## src/hdl/irdc_pkg.sv

```systemverilog
// shared types, constants and helpers for the integer to radix digit converter
package irdc_pkg;

  localparam int MAX_RADIX_DEF  = 32;
  localparam int MAX_DIGITS_DEF = 32;

  localparam int RADIX_W  = 6;
  localparam int ALPHA_N  = 32;
  localparam int ALPHA_W  = ALPHA_N * 8;
  localparam int AIDX_W   = 5;
  localparam int CFG_W    = 64;
  localparam int CIDX_W   = 3;
  localparam int VALUE_W  = 32;
  localparam int MAG_W    = VALUE_W + 1;

  // divider: dividend padded so that a whole number of 8-bit groups fits
  localparam int DIV_STEPS = 8;
  localparam int DIV_CYC   = 5;
  localparam int QUO_W     = DIV_STEPS * DIV_CYC;
  localparam int DCNT_W    = 3;

  localparam int Q_DEPTH = 2;
  localparam int Q_AW    = 1;
  localparam int Q_CW    = 2;

  localparam logic [7:0] MINUS_CHAR = 8'h2D;

  localparam logic [CIDX_W-1:0] REG_RADIX   = 3'd0;
  localparam logic [CIDX_W-1:0] REG_ALPHA_0 = 3'd1;
  localparam logic [CIDX_W-1:0] REG_ALPHA_1 = 3'd2;
  localparam logic [CIDX_W-1:0] REG_ALPHA_2 = 3'd3;
  localparam logic [CIDX_W-1:0] REG_ALPHA_3 = 3'd4;

  typedef struct packed {
    logic [RADIX_W-1:0] radix;
    logic [ALPHA_W-1:0] alphabet;
  } cfg_t;

  typedef struct packed {
    logic             neg;
    logic [MAG_W-1:0] mag;
  } item_t;

  function automatic logic [7:0] alpha_byte(input logic [ALPHA_W-1:0] alphabet,
                                            input logic [AIDX_W-1:0] idx);
    return alphabet[{idx, 3'b000} +: 8];
  endfunction

endpackage

```

## src/hdl/integer_to_custom_radix_digits_core.sv

```systemverilog
// top level of the integer to custom radix digit converter
// Usage:
//   configuration: cfg_we writes cfg_data to register cfg_index (0 radix,
//   1..4 alphabet bytes 0-7, 8-15, 16-23, 24-31); other indices are ignored.
//   every write starts an alphabet duplicate sweep during which full
//   stays high; reset starts the same sweep with all registers cleared.
//   input: in_value is taken when push is high and full is low. with a bad
//   radix (below 2, above MAX_RADIX, or repeated digit bytes) it yields nothing.
//   results: while empty is low, out_character/out_last hold the oldest
//   character, taken when pop is high; out_last marks an item's final digit.
// Timing: the divider takes 8 quotient bits per cycle over a 40-bit dividend,
//   one division pass per digit; the characters are sent only after the last
//   digit has been divided; items convert one at a time in the back end.
//   a two-entry queue holds items while the divider is busy, and a stalled
//   receiver holds the output register, halting emission without loss.
module integer_to_custom_radix_digits_core import irdc_pkg::*; #(
  parameter int MAX_RADIX  = MAX_RADIX_DEF,
  parameter int MAX_DIGITS = MAX_DIGITS_DEF
) (
  input  logic               clk,
  input  logic               rst_n,
  input  logic               cfg_we,
  input  logic [CIDX_W-1:0]  cfg_index,
  input  logic [CFG_W-1:0]   cfg_data,
  input  logic               push,
  output logic               full,
  input  logic [VALUE_W-1:0] in_value,
  output logic               empty,
  input  logic               pop,
  output logic [7:0]         out_character,
  output logic               out_last
);

  cfg_t  cfg;
  item_t q_item;
  item_t q_head;
  logic  q_push;
  logic  q_pop;
  logic  q_full;
  logic  q_nempty;

  irdc_front #(
    .MAX_RADIX(MAX_RADIX)
  ) u_front (
    .clk      (clk),
    .rst_n    (rst_n),
    .cfg_we   (cfg_we),
    .cfg_index(cfg_index),
    .cfg_data (cfg_data),
    .push     (push),
    .full     (full),
    .in_value (in_value),
    .q_full   (q_full),
    .q_push   (q_push),
    .q_item   (q_item),
    .cfg      (cfg)
  );

  irdc_queue u_queue (
    .clk     (clk),
    .rst_n   (rst_n),
    .q_push  (q_push),
    .q_item  (q_item),
    .q_full  (q_full),
    .q_pop   (q_pop),
    .q_nempty(q_nempty),
    .q_head  (q_head)
  );

  irdc_back #(
    .MAX_RADIX (MAX_RADIX),
    .MAX_DIGITS(MAX_DIGITS)
  ) u_back (
    .clk          (clk),
    .rst_n        (rst_n),
    .cfg          (cfg),
    .q_nempty     (q_nempty),
    .q_head       (q_head),
    .q_pop        (q_pop),
    .empty        (empty),
    .pop          (pop),
    .out_character(out_character),
    .out_last     (out_last)
  );

`ifndef SYNTH
  a_pop_nonempty: assert property (@(posedge clk) disable iff (!rst_n)
    q_pop |-> q_nempty)
    else $error("back end took an item from an empty queue");

  a_push_room: assert property (@(posedge clk) disable iff (!rst_n)
    q_push |-> !q_full)
    else $error("item written into a full queue");

  a_sweep_after_reset: assert property (@(posedge clk) disable iff (!rst_n)
    $past(!rst_n) |-> full)
    else $error("input open before the alphabet sweep finished");

  a_sweep_after_write: assert property (@(posedge clk) disable iff (!rst_n)
    $past(cfg_we) |-> full)
    else $error("input open right after a configuration write");
`endif

endmodule

```

## src/hdl/irdc_front.sv

```systemverilog
// configuration registers, alphabet duplicate sweep and input item intake
module irdc_front import irdc_pkg::*; #(
  parameter int MAX_RADIX = MAX_RADIX_DEF
) (
  input  logic               clk,
  input  logic               rst_n,
  input  logic               cfg_we,
  input  logic [CIDX_W-1:0]  cfg_index,
  input  logic [CFG_W-1:0]   cfg_data,
  input  logic               push,
  output logic               full,
  input  logic [VALUE_W-1:0] in_value,
  input  logic               q_full,
  output logic               q_push,
  output item_t              q_item,
  output cfg_t               cfg
);

  logic [RADIX_W-1:0] radix_r;
  logic [CFG_W-1:0]   alpha_r [4];
  logic               chk_busy_r;
  logic [AIDX_W-1:0]  chk_idx_r;
  logic               dup_r;
  logic [ALPHA_W-1:0] alphabet;
  logic [7:0]         sel_byte;
  logic               dup_hit;
  logic               radix_ok;
  logic [MAG_W-1:0]   ext;

  assign alphabet = {alpha_r[3], alpha_r[2], alpha_r[1], alpha_r[0]};
  assign cfg.radix    = radix_r;
  assign cfg.alphabet = alphabet;

  always_ff @(posedge clk) begin
    if (!rst_n) begin
      radix_r    <= '0;
      alpha_r[0] <= '0;
      alpha_r[1] <= '0;
      alpha_r[2] <= '0;
      alpha_r[3] <= '0;
    end else if (cfg_we) begin
      unique case (cfg_index)
        REG_RADIX:   radix_r    <= cfg_data[RADIX_W-1:0];
        REG_ALPHA_0: alpha_r[0] <= cfg_data;
        REG_ALPHA_1: alpha_r[1] <= cfg_data;
        REG_ALPHA_2: alpha_r[2] <= cfg_data;
        REG_ALPHA_3: alpha_r[3] <= cfg_data;
        default: ;
      endcase
    end
  end

  // each sweep cycle compares one alphabet byte against every lower byte
  assign sel_byte = alpha_byte(alphabet, chk_idx_r);

  always_comb begin
    dup_hit = 1'b0;
    for (int j = 0; j < ALPHA_N; j++) begin
      if ((AIDX_W'(j) < chk_idx_r) && ({1'b0, chk_idx_r} < radix_r) &&
          (alpha_byte(alphabet, AIDX_W'(j)) == sel_byte)) begin
        dup_hit = 1'b1;
      end
    end
  end

  always_ff @(posedge clk) begin
    if (!rst_n) begin
      chk_busy_r <= 1'b1;
      chk_idx_r  <= '0;
      dup_r      <= 1'b0;
    end else if (cfg_we) begin
      chk_busy_r <= 1'b1;
      chk_idx_r  <= '0;
      dup_r      <= 1'b0;
    end else if (chk_busy_r) begin
      dup_r     <= dup_r | dup_hit;
      chk_idx_r <= chk_idx_r + 1'b1;
      if (chk_idx_r == AIDX_W'(ALPHA_N - 1)) begin
        chk_busy_r <= 1'b0;
      end
    end
  end

  assign radix_ok = (radix_r >= RADIX_W'(2)) && (radix_r <= RADIX_W'(MAX_RADIX)) && !dup_r;

  assign full = chk_busy_r || q_full;

  // items taken under a bad radix produce nothing and are dropped here
  assign q_push = push && !full && radix_ok;

  assign ext        = {in_value[VALUE_W-1], in_value};
  assign q_item.neg = in_value[VALUE_W-1];
  assign q_item.mag = in_value[VALUE_W-1] ? (~ext + 1'b1) : ext;

endmodule

```

## src/hdl/irdc_queue.sv

```systemverilog
// short item queue between intake and conversion
module irdc_queue import irdc_pkg::*; (
  input  logic  clk,
  input  logic  rst_n,
  input  logic  q_push,
  input  item_t q_item,
  output logic  q_full,
  input  logic  q_pop,
  output logic  q_nempty,
  output item_t q_head
);

  item_t            mem_r [Q_DEPTH];
  logic [Q_AW-1:0]  wr_ptr_r;
  logic [Q_AW-1:0]  rd_ptr_r;
  logic [Q_CW-1:0]  cnt_r;

  assign q_full   = (cnt_r == Q_CW'(Q_DEPTH));
  assign q_nempty = (cnt_r != '0);
  assign q_head   = mem_r[rd_ptr_r];

  always_ff @(posedge clk) begin
    if (q_push) begin
      mem_r[wr_ptr_r] <= q_item;
    end
  end

  always_ff @(posedge clk) begin
    if (!rst_n) begin
      wr_ptr_r <= '0;
      rd_ptr_r <= '0;
      cnt_r    <= '0;
    end else begin
      if (q_push) begin
        wr_ptr_r <= wr_ptr_r + 1'b1;
      end
      if (q_pop) begin
        rd_ptr_r <= rd_ptr_r + 1'b1;
      end
      priority if (q_push && !q_pop) begin
        cnt_r <= cnt_r + 1'b1;
      end else if (q_pop && !q_push) begin
        cnt_r <= cnt_r - 1'b1;
      end else begin
        cnt_r <= cnt_r;
      end
    end
  end

endmodule

```

## src/hdl/irdc_back.sv

```systemverilog
// iterative radix divider, digit stack and character output register
module irdc_back import irdc_pkg::*; #(
  parameter int MAX_RADIX  = MAX_RADIX_DEF,
  parameter int MAX_DIGITS = MAX_DIGITS_DEF
) (
  input  logic       clk,
  input  logic       rst_n,
  input  cfg_t       cfg,
  input  logic       q_nempty,
  input  item_t      q_head,
  output logic       q_pop,
  output logic       empty,
  input  logic       pop,
  output logic [7:0] out_character,
  output logic       out_last
);

  localparam int DIG_W = (MAX_RADIX > 2) ? $clog2(MAX_RADIX) : 1;
  localparam int SA_W  = $clog2(MAX_DIGITS);
  localparam int SP_W  = $clog2(MAX_DIGITS + 1);

  localparam logic [1:0] S_IDLE = 2'd0;
  localparam logic [1:0] S_DIV  = 2'd1;
  localparam logic [1:0] S_SIGN = 2'd2;
  localparam logic [1:0] S_EMIT = 2'd3;

  logic [1:0]        state_r;
  logic              neg_r;
  logic [QUO_W-1:0]  quo_r;
  logic [DIG_W-1:0]  rem_r;
  logic [DCNT_W-1:0] step_r;
  logic [SP_W-1:0]   sp_r;
  logic [DIG_W-1:0]  stack_r [MAX_DIGITS];
  logic [QUO_W-1:0]  quo_nxt;
  logic [DIG_W-1:0]  rem_nxt;
  logic [RADIX_W-1:0] trial;
  logic              out_valid_r;
  logic [7:0]        out_char_r;
  logic              out_last_r;
  logic              can_emit;
  logic [SP_W-1:0]   sp_m1;

  // eight restoring steps per cycle, remainder always below the radix
  always_comb begin
    quo_nxt = quo_r;
    rem_nxt = rem_r;
    trial   = '0;
    for (int k = 0; k < DIV_STEPS; k++) begin
      trial   = RADIX_W'({rem_nxt, quo_nxt[QUO_W-1]});
      quo_nxt = {quo_nxt[QUO_W-2:0], 1'b0};
      if (trial >= cfg.radix) begin
        trial      = trial - cfg.radix;
        quo_nxt[0] = 1'b1;
      end
      rem_nxt = trial[DIG_W-1:0];
    end
  end

  assign sp_m1     = sp_r - 1'b1;
  assign can_emit  = !out_valid_r || pop;
  assign q_pop     = (state_r == S_IDLE) && q_nempty;

  always_ff @(posedge clk) begin
    if (state_r == S_DIV && step_r == DCNT_W'(DIV_CYC - 1)) begin
      stack_r[sp_r[SA_W-1:0]] <= rem_nxt;
    end
  end

  always_ff @(posedge clk) begin
    if (!rst_n) begin
      state_r <= S_IDLE;
      step_r  <= '0;
      sp_r    <= '0;
    end else begin
      unique case (state_r)
        S_IDLE: begin
          if (q_nempty) begin
            neg_r   <= q_head.neg;
            quo_r   <= QUO_W'(q_head.mag);
            rem_r   <= '0;
            step_r  <= '0;
            sp_r    <= '0;
            state_r <= S_DIV;
          end
        end
        S_DIV: begin
          quo_r <= quo_nxt;
          if (step_r == DCNT_W'(DIV_CYC - 1)) begin
            sp_r   <= sp_r + 1'b1;
            rem_r  <= '0;
            step_r <= '0;
            // quotient zero: digits complete, zero itself still gave one digit
            if (quo_nxt == '0) begin
              state_r <= neg_r ? S_SIGN : S_EMIT;
            end
          end else begin
            rem_r  <= rem_nxt;
            step_r <= step_r + 1'b1;
          end
        end
        S_SIGN: begin
          if (can_emit) begin
            state_r <= S_EMIT;
          end
        end
        S_EMIT: begin
          if (can_emit) begin
            sp_r <= sp_m1;
            if (sp_r == SP_W'(1)) begin
              state_r <= S_IDLE;
            end
          end
        end
        default: state_r <= S_IDLE;
      endcase
    end
  end

  always_ff @(posedge clk) begin
    if (!rst_n) begin
      out_valid_r <= 1'b0;
    end else begin
      priority if (state_r == S_SIGN && can_emit) begin
        out_valid_r <= 1'b1;
        out_char_r  <= MINUS_CHAR;
        out_last_r  <= 1'b0;
      end else if (state_r == S_EMIT && can_emit) begin
        out_valid_r <= 1'b1;
        out_char_r  <= alpha_byte(cfg.alphabet, AIDX_W'(stack_r[sp_m1[SA_W-1:0]]));
        out_last_r  <= (sp_r == SP_W'(1));
      end else if (pop) begin
        out_valid_r <= 1'b0;
      end else begin
        out_valid_r <= out_valid_r;
      end
    end
  end

  assign empty         = !out_valid_r;
  assign out_character = out_char_r;
  assign out_last      = out_last_r;

endmodule

```

## config.mk

```make
export PLATFORM = sky130hd
export DESIGN_NAME = integer_to_custom_radix_digits_core
export DESIGN_NICKNAME = d
export VERILOG_FILES = /design/src/hdl/irdc_pkg.sv /design/src/hdl/integer_to_custom_radix_digits_core.sv /design/src/hdl/irdc_front.sv /design/src/hdl/irdc_queue.sv /design/src/hdl/irdc_back.sv
export SDC_FILE = /design/constraint.sdc
export NUM_CORES = 1
export LEC_CHECK = 0
export BUFFER_PORTS_ARGS = -buffer_cell sky130_fd_sc_hd__buf_2
export CORE_MARGIN = 4
export CORE_UTILIZATION = 25
export DETAILED_ROUTE_END_ITERATION = 16
export HOLD_SLACK_MARGIN = 0.15
export PLACE_DENSITY = 0.5
export SYNTH_ARGS = -nofsm -noshare
export SYNTH_HDL_FRONTEND = slang
export SYNTH_SLANG_ARGS = --single-unit
export TNS_END_PERCENT = 20
```

## constraint.sdc

```tcl
create_clock -name clk -period 38.5 [get_ports clk]
set_input_delay 1.925 -clock clk [delete_from_list [all_inputs] [get_ports clk]]
set_output_delay 1.925 -clock clk [all_outputs]
set_load 0.005 [all_outputs]
```

# After elaboration in Yosys (flattened, before gate mapping)
# Memory sizes are Yosys's and may differ from the RTL's. A register that Yosys moved wholly into a read port is not among the register bits.
# Index checks and enable logic that the tools add are counted.
# W data, S select, Z words.
[word_totals] romBits=0 mem_bits_rw=484 latch_bits=0 mem_count=3 in_bits=104 regBits=84
[op_classes] bitwise_logic=7 n_lt_le_gt_ge=43 n_mul=0 n_mux=105 div_mod_pow=0 n_reduce_logical=98 eq_ne=49 n_addsub=17 shifts=2
[mem_list] memory="u_front.alpha_r" words=4 width=64 rd=4 rd_ports_with_merged_regs=0 write_ports=4 line="irdc_front.sv:20" rtl="logic [CFG_W-1:0] alpha_r [4];"
[mem_list] memory="u_back.stack_r" words=32 width=5 rd=1 rd_ports_with_merged_regs=0 write_ports=1 line="irdc_back.sv:33" rtl="logic [DIG_W-1:0] stack_r [MAX_DIGITS];"
[mem_list] memory="u_queue.mem_r" words=2 width=34 rd=1 rd_ports_with_merged_regs=1 write_ports=1 line="irdc_queue.sv:13" rtl="item_t mem_r [Q_DEPTH];"
[ops] operator="$shiftx A256 B9 Y8" n=2
[ops] operator="$eq A8 B8 Y1" n=32
[ops] operator="$mux W64" n=4
[ops] operator="$lt A5 B5 Y1 const A" n=16
[ops] operator="$pmux W40 S2" n=1
[ops] operator="$logic_and A1 B1 Y1" n=74
[ops] operator="$mux W1" n=70
[ops] operator="$mux W5" n=10
[ops] operator="$ge A6 B6 Y1" n=8
[ops] operator="$logic_not A40 Y1" n=1
[ops] operator="$lt A4 B5 Y1 const A" n=8
[ops] operator="$mux W40" n=1
[ops] operator="$sub A5 B5 Y5" n=8
[ops] operator="$add A33 B1 Y33 const B" n=1
[ops] operator="$mux W33" n=1
[ops] operator="$not A33 Y33" n=1
[ops] operator="$lt A3 B5 Y1 const A" n=4
[ops] operator="$mux W6" n=3
[ops] operator="$pmux W6 S3" n=1
[ops] operator="$mux W2" n=8
[ops] operator="$lt A1 B5 Y1 const A" n=2
[ops] operator="$lt A2 B5 Y1 const A" n=2
[ops] operator="$pmux W5 S2" n=1
[ops] operator="$mux W8" n=1
[ops] operator="other kinds (35)" n=61

# Longest topological paths before layout
# Gate-level depths: netlist (run 1).
# An unclocked memory read counts as a cell.
[logic_depth] word_depth=37 depth_mapped=71

# By module
# From an unflattened synthesis (run 1), not the netlist that was laid out.
[hier_totals] hier_cells=2792 area_unflattened_um2=33519.6
[modules_own_cells] mod="irdc_front" area_each_um2=16418.2 seq_area_each_um2=7947.6 n_inst=1 cells_per_inst=1477
[modules_own_cells] mod="irdc_back" area_each_um2=14427.6 seq_area_each_um2=6696.4 n_inst=1 cells_per_inst=1187
[modules_own_cells] mod="irdc_queue" area_each_um2=2673.8 seq_area_each_um2=2142.1 n_inst=1 cells_per_inst=128

# Worst setup path before layout (run 1)
# OpenSTA, ideal clock, no wires.
[synth_path] path_type="reg2reg" startpoint="reg u_front.radix_r[1]" endpoint="reg u_back.rem_r[0], data pin" arrival_ps=14425 path_buffers=4 stages_incl_launch_ff=63 setup_time_ps=139 period_less_slack_ps=14564 setup_slack_ps=23936 cell_sequence="dfxtp_1 > inv_1 > fa_1 > a21o_1 > a21oi_1 > o21ai_0 > a21oi_1 > mux2_2 > ha_1 > nor2b_1 > o21ai_0 > nand3b_1 > a21o_1 > a21o_1 > clkbuf_1 > nand2_1 > o21ai_0 > fa_1 > [... 27 more ...] > a21oi_1 > o21ai_0 > a21oi_1 > mux2_2 > ha_1 > and3_1 > a31oi_1 > o21ai_0 > a21oi_1 > o21ai_0 > fa_1 > a21o_1 > a21oi_1 > nand2_1 > a21o_1 > a21oi_1 > mux2i_1 > and3_1"
[synth_via] elab_chain_cells=18 elab_cells_between_ends=25
[synth_rtl] element="from (decl)" line="irdc_front.sv:19" rtl="logic [RADIX_W-1:0] radix_r;"
[synth_rtl] element="from (signal assigned)" line="irdc_front.sv:43" rtl="REG_RADIX: radix_r <= cfg_data[RADIX_W-1:0];"
[synth_rtl] element="$sub A5 B5 Y5 or $ge A6 B6 Y1 (tied branches)" line="irdc_back.sv:52, irdc_back.sv:51"
[synth_rtl] element="$mux W5" line="irdc_back.sv:51" rtl="if (trial >= cfg.radix) begin"
[synth_rtl] element="$sub A5 B5 Y5 or $ge A6 B6 Y1 (tied branches)" line="irdc_back.sv:52, irdc_back.sv:51"
[synth_rtl] element="$mux W5" line="irdc_back.sv:51"
[synth_rtl] element="$sub A5 B5 Y5 or $ge A6 B6 Y1 (tied branches)" line="irdc_back.sv:52, irdc_back.sv:51"
[synth_rtl] element="$mux W5" line="irdc_back.sv:51"
[synth_rtl] element="$sub A5 B5 Y5 or $ge A6 B6 Y1 (tied branches)" line="irdc_back.sv:52, irdc_back.sv:51"
[synth_rtl] element="$mux W5" line="irdc_back.sv:51"
[synth_rtl] element="[... 3 more ...]"
[synth_rtl] element="$mux W5" line="irdc_back.sv:51"
[synth_rtl] element="$sub A5 B5 Y5 or $ge A6 B6 Y1 (tied branches)" line="irdc_back.sv:52, irdc_back.sv:51"
[synth_rtl] element="$mux W5" line="irdc_back.sv:51"
[synth_rtl] element="$ge A6 B6 Y1 (*)" line="irdc_back.sv:51"
[synth_rtl] element="$mux W5 (*)" line="irdc_back.sv:51"
[synth_rtl] element="net u_back.trial[0]" line="irdc_back.sv:36" rtl="logic [RADIX_W-1:0] trial;"
[synth_rtl] element="$mux W5 (*)" line="irdc_back.sv:88" rtl="if (step_r == DCNT_W'(DIV_CYC - 1)) begin"
[synth_rtl] element="$pmux W5 S2 (*)" line="irdc_back.sv:75" rtl="unique case (state_r)"
[synth_rtl] element="to (signal assigned)" line="irdc_back.sv:97" rtl="rem_r <= rem_nxt;"
[synth_rtl] element="to (decl)" line="irdc_back.sv:30" rtl="logic [DIG_W-1:0] rem_r;"
# The timed path passes the listed nets; every way through them passes the cells marked *.
# A chain may end at the register's enable or synchronous reset.

# Final worst setup path (run 1)
[layout_path] startpoint="reg u_front.radix_r[1]" endpoint="reg u_back.rem_r[4], data pin"
[layout_via] elab_chain_cells=18 elab_cells_between_ends=26
[layout_rtl] element="$sub A5 B5 Y5 or $ge A6 B6 Y1 (tied branches)" line="irdc_back.sv:52, irdc_back.sv:51"
[layout_rtl] element="$mux W5" line="irdc_back.sv:51"
[layout_rtl] element="$sub A5 B5 Y5 or $ge A6 B6 Y1 (tied branches)" line="irdc_back.sv:52, irdc_back.sv:51"
[layout_rtl] element="$mux W5" line="irdc_back.sv:51"
[layout_rtl] element="$sub A5 B5 Y5 or $ge A6 B6 Y1 (tied branches)" line="irdc_back.sv:52, irdc_back.sv:51"
[layout_rtl] element="$mux W5" line="irdc_back.sv:51"
[layout_rtl] element="$sub A5 B5 Y5 or $ge A6 B6 Y1 (tied branches)" line="irdc_back.sv:52, irdc_back.sv:51"
[layout_rtl] element="$mux W5" line="irdc_back.sv:51"
[layout_rtl] element="[... 3 more ...]"
[layout_rtl] element="$mux W5" line="irdc_back.sv:51"
[layout_rtl] element="$sub A5 B5 Y5 or $ge A6 B6 Y1 (tied branches)" line="irdc_back.sv:52, irdc_back.sv:51"
[layout_rtl] element="$mux W5" line="irdc_back.sv:51"
[layout_rtl] element="$sub A5 B5 Y5 or $ge A6 B6 Y1 (tied branches)" line="irdc_back.sv:52, irdc_back.sv:51"
[layout_rtl] element="$mux W5 (*)" line="irdc_back.sv:51"
[layout_rtl] element="net u_back.trial[4]" line="irdc_back.sv:36"
[layout_rtl] element="$mux W5 (*)" line="irdc_back.sv:88"
[layout_rtl] element="$pmux W5 S2 (*)" line="irdc_back.sv:75"
# Marked as above.

==> impl_results.md, run 1 <==
* Post-Syn Instances at 2,689
* Vias/cell at 4.745
* WP depth at 57
* Clock root buffer: clkbuf_16
* Status: finished clean
* Die area at 136,800 um^2
* Worst-case reg-to-reg path depth at 57
* Critical Path Source Type: flip-flop
* Starting density of the core at 25.21%
* Final Routed Wirelength at 104,800 um
* # DRC at 0
* Largest net degree at the start of global routing at 79
* Setup tns final at 0 ns
* Max Freq at 61.63 MHz
* DRT antenna net count at 0
* WP data required at 38.93 ns
* H-tree level count at 2
* Setup crit end: u_back.rem_r[4]
* Bufs and invs on worst path at 3
* Synth area leaders: edfxtp_1 (49%), mux2i_1 (8.2%), and2_1 (5.1%)
* Vias in the first global route at 21,180
* Slowest CP cell: dfxtp_1
* Yosys cell types at 73
* Drt pass-1 iters at 5
* FF-to-FF Start: u_front.radix_r[1]
* # fillers at 13,490
* Final GP Congestion at 0.9067
* Die W at 369.8 um
* Average wire per standard cell at 23.05 um
* Hold bufs inserted after CTS at 0
* Yosys reg bits at 569
* Post CTS Setup Buffer Count at 0
* I/O Buffers at 114
* Final Hold Vio Count at 0
* Commonest non-fill, non-tap cell in the layout: edfxtp_1
* RR Endpoint: u_back.rem_r[4]
* Synth top area share at 49.46%
* Post_cts resized at 0
* CTS Buffer Depth at 3
* WP data arrival at 16.66 ns
* Initial antenna violation count at 25
* Path category of the worst min-delay check: reg2reg
* Skew-Pair Late Insertion Delay at 0.67 ns
* Global-route wire length before repair at 150,000 um
* Mean Syn Cell Area at 12.17 um^2
* Clk slew on worst S/H paths at 0.07 ns
* Setup slack after layout at 22.27 ns
* DP Worst Slack at 22.15 ns
* Syn. warnings at 0
* Number of enable flip-flop cells after synthesis at 539
* Fin. max-slew vios at 0
* Dpl hpwl at 74,660 um
* Most frequent cells in the layout: edfxtp_1 (539), and2_1 (267), mux2i_1 (266)
* Slowest stage delay, CP at 0.68 ns
* Final setup violating endpoints at 0
* Iteration-0 DRC Markers at 1,940
* Worst reg2reg setup slack at 22.27 ns
* CTS tree: done
* Die Y-Extent at 369.8 um
* Post-synth ARST share at 0%
* Top FF cell, synth: edfxtp_1
* Worst slew pin tran at 1.188 ns
* Area growth syn-to-layout at 13.35%
* Crit path max fanout at 33
* # rows at 132
* Largest delay share family, worst path: compound AO/OA/AOI/OAI gates
* Seq/Total Area, Yosys at 51.29%
* RSZ-0062 raised after global routing: false
* Skew final at 0.01763 ns
* Max-cap violations at 0
* Worst path most repeated cell: a21o_1
* Critical Path End Type: flip-flop
* Gr usage total at 14.83%
* Cts bufs inserted at 61
* IO Count at 115
* Crit. Startpoint: u_front.radix_r[1]
* Nets at 2,925
* Area leader, netlist: edfxtp_1
* WS Path Type: reg2reg
* Cell area after synthesis at 32,730 um^2
* Clock sinks at 569
* Final Util at 28.58%
* Core area at 129,800 um^2
* Fin crit period at 16.23 ns
* Vias at 21,570
* Worst relative slew slack at 20.77%
* Global route total overflow at 0
* Layout cells sized above 1 at 14.09%
* Fin crit share at 42.15%
==> cells by family (layout without fill, tap and decap cells) <==
kind of cell	count (synthesis)	after routing	synth area share, %
and+or+nand+nor	738	738	12.48
DFF	569	569	51.29
AOI/OAI and AO/OA	399	399	7.650
muxes	375	375	13.64
xor gates and xnor gates	309	309	8.270
buffers and inverters	223	329	3.609
adders and majority gates	75	75	3.051
other	1	10	0.01146
==> cell type report <==
type / instances / area (um^2) / share of cell area, %
Inverter: 60 / 225.2 / 0.6071
Clock inverter: 38 / 505.5 / 1.363
Tap cell: 1742 / 2180 / 5.876
Timing Repair Buffer: 156 / 885.9 / 2.388
Antenna cell: 8 / 20.02 / 0.05397
Multi-Input combinational cell: 1898 / 14910 / 40.18
Clock buffer: 75 / 1579 / 4.257
Sequential cell: 569 / 16790 / 45.27
==> worst reg2reg max path: cells and delay by family, from the launching register on <==
| family | cells | cell delay [ns] |
|---|---|---|
| AO/OA/AOI/OAI | 31 | 7.93 |
| adder cells (fa/ha/maj) | 8 | 3.09 |
| buffers and inverters | 3 | 0.63 |
| flip-flops | 1 | 0.68 |
| multiplexers | 5 | 2.25 |
| AND/OR/NAND/NOR | 10 | 1.42 |
==> cells in the mapped netlist, drive strengths merged (4+ instances only) <==
master,n
nand2b,11
o21ai,118
a21oi,80
nor2b,48
mux2i,270
fa,8
and3,6
buf,99
or4,8
mux4,50
nor2,107
mux2,55
a31oi,5
or2,5
o31ai,11
o41ai,10
and2,267
edfxtp,539
inv,59
xor2,137
ha,67
nand4,40
nand2,123
clkbuf,64
a211oi,46
nand3,29
a22o,8
a22oi,33
nor4,42
or3,6
a21o,26
a2111oi,4
nand3b,7
o22ai,46
dfxtp,30
nor3,31
xnor2,172
==> registers in the layout (all words and copies together) (netlist names), 2 cells and up, named ones only <==
signal,cells
u_back.step_r,3
u_back.sp_r,6
u_back.rem_r,5
u_back.state_r,2
u_queue.cnt_r,2
u_queue.mem_r,68
u_front.radix_r,6
u_front.chk_idx_r,5
u_front.alpha_r,256
u_back.stack_r,160
u_back.quo_r,40
u_back.out_character,8
==> metal layers <==
layer | GRT usage [%] | share of wire [%] | up-vias
met4 | 3.432 | 2.4 | 6
met3 | 2.570 | 6.9 | 172
met1 | 20.45 | 44 | 10640
li1 | - | - | 10040
met5 | 0 | 0.042 | -
met2 | 24.28 | 47 | 712
==> worst min path at each step <==
stage	from	end	slack (ns)	depth (start not counted)
finish	u_front.radix_r[3]	u_front.radix_r[3]	0.49	2
global route	u_front.radix_r[2]	u_front.radix_r[2]	0.55	2
CTS	u_front.radix_r[3]	u_front.radix_r[3]	0.50	2
detailed placement	u_front.radix_r[3]	u_front.radix_r[3]	0.48	2
global placement	u_front.radix_r[2]	u_front.radix_r[2]	0.47	2
floorplan	u_front.radix_r[2]	u_front.radix_r[2]	0.46	2
==> metrics by stage <==
stage / instances / hold slack [ns] / cell area, um^2
global placement: 4425 / 0.4729 / 34990
CTS: 4538 / 0.4976 / 37080
global route: 4538 / 0.5527 / 37080
floorplan: 2690 / 0.4604 / 32730
finish: 4546 / 0.4924 / 37100
detailed placement: 4425 / 0.4824 / 34990
Power of run 1 is left out: the tool's default activity adds up to more than one toggle a clock period on the data nets, which glitch-free logic cannot reach.
==> run 2, diff against run 1 <==
==> constraint.sdc (replaced) <==
create_clock -name clk -period 15.97 [get_ports clk]
set_input_delay 0.7985 -clock clk [delete_from_list [all_inputs] [get_ports clk]]
set_output_delay 0.7985 -clock clk [all_outputs]
set_load 0.005 [all_outputs]
==> impl_results.md, run 2 (synthesis results as in run 1) <==
* Status: finished clean
* Reg with most FFs: u_front.alpha_r
* Clock sinks at 569
* Worst path most repeated cell: a21o_1
* Crit path max fanout at 33
* Slowest CP cell: mux2_2
* Critical Path Source Type: flip-flop
* Worst relative slew slack at 15.75%
* Worst slew pin tran at 1.259 ns
* Global-route wire length before repair at 150,400 um
* Final Hold Vio Count at 0
* Iteration-0 DRC Markers at 2,012
* Die area at 136,800 um^2
* Vias in the first global route at 21,390
* Die W at 369.8 um
* Post CTS Setup Buffer Count at 0
* CTS tree: done
* Max Freq at 68.22 MHz
* Hold bufs inserted after CTS at 0
* Bufs and invs on worst path at 4
* Initial antenna violation count at 29
* Most frequent cells in the layout: edfxtp_1 (539), and2_1 (267), mux2i_1 (266)
* I/O Buffers at 114
* Critical Path End Type: flip-flop
* Clk slew on worst S/H paths at 0.07 ns
* Gr usage total at 14.96%
* Final setup violating endpoints at 0
* Layout cells sized above 1 at 14.75%
* Skew-Pair Late Insertion Delay at 0.67 ns
* Die Y-Extent at 369.8 um
* WS Path Type: reg2reg
* H-tree level count at 3
* Drt pass-1 iters at 5
* WP data required at 16.36 ns
* Fin crit share at 91.79%
* CTS Buffer Depth at 3
* Max-cap violations at 0
* RSZ-0062 raised after global routing: false
* Slowest stage delay, CP at 0.62 ns
* Post_cts resized at 0
* Nets at 2,935
* Vias at 21,520
* Starting density of the core at 25.21%
* Clock root buffer: clkbuf_16
* Global route total overflow at 0
* Cts bufs inserted at 67
* Dpl hpwl at 73,760 um
* # DRC at 0
* Area growth syn-to-layout at 14.14%
* Vias/cell at 4.724
* Final Util at 28.77%
* Fin. max-slew vios at 0
* Final Routed Wirelength at 104,800 um
* Commonest non-fill, non-tap cell in the layout: edfxtp_1
* # rows at 132
* Largest delay share family, worst path: compound AO/OA/AOI/OAI gates
* Final GP Congestion at 0.8885
* Largest register FFs at 256
* Setup tns final at 0 ns
* DRT antenna net count at 0
* Largest net degree at the start of global routing at 160
* Core area at 129,800 um^2
* Skew final at 0.03235 ns
* IO Count at 115
* Path category of the worst min-delay check: in2reg
* WP data arrival at 15.05 ns
* Fin crit period at 14.66 ns
* Average wire per standard cell at 23.00 um
run 2: cell count changes in the layout (fill, tap and decap cells not counted), sizes merged:
cell and change:
inv +1, bufinv -1, clkinvlp -2, clkinv +11, diode -1, clkbuf -3, buf +4
run 2: cell type report:
class	count	area, um^2
clock inverter	47	591.8
timing repair buffer	160	928.4
sequential	569	16790
clock buffer	72	1695
multi-input combinational	1898	14920
inverter	60	225.2
antenna	7	17.52
tap	1742	2180
fill	13510	92460
run 2: worst paths after layout:
kind                            cells after the start                   to                from  slack (ns)
worst max-delay path                               59      u_back.rem_r[1]  u_front.radix_r[0]        1.31
worst min-delay path                                1  u_queue.mem_r[1][0]         in_value[0]        0.38
worst max register to register                     59      u_back.rem_r[1]  u_front.radix_r[0]        1.31
worst min register to register                      2   u_front.radix_r[2]  u_front.radix_r[2]        0.49
run 2: layer usage:
layer / vias to the layer above / part of all wire (%) / global-route usage (%)
met5: - / 0.037 / 0
met4: 6 / 2.7 / 3.931
met3: 155 / 7.8 / 3.763
met2: 741 / 46 / 23.87
met1: 10560 / 44 / 20.23
li1: 10050 / - / -
run 2: through the flow:
stage                     hold WS (ns)  std cells  area [um^2]  setup slack [ns]
after floorplan                 0.4604       2690        32730             1.406
after global placement          0.4755       4429        35030            0.5454
after detailed placement        0.4852       4429        35030            0.4112
after CTS                       0.3359       4548        37320            0.3825
after global routing            0.3443       4548        37340           0.06587
final                           0.3782       4555        37350             1.311
Power of run 2 is left out for the same reason.
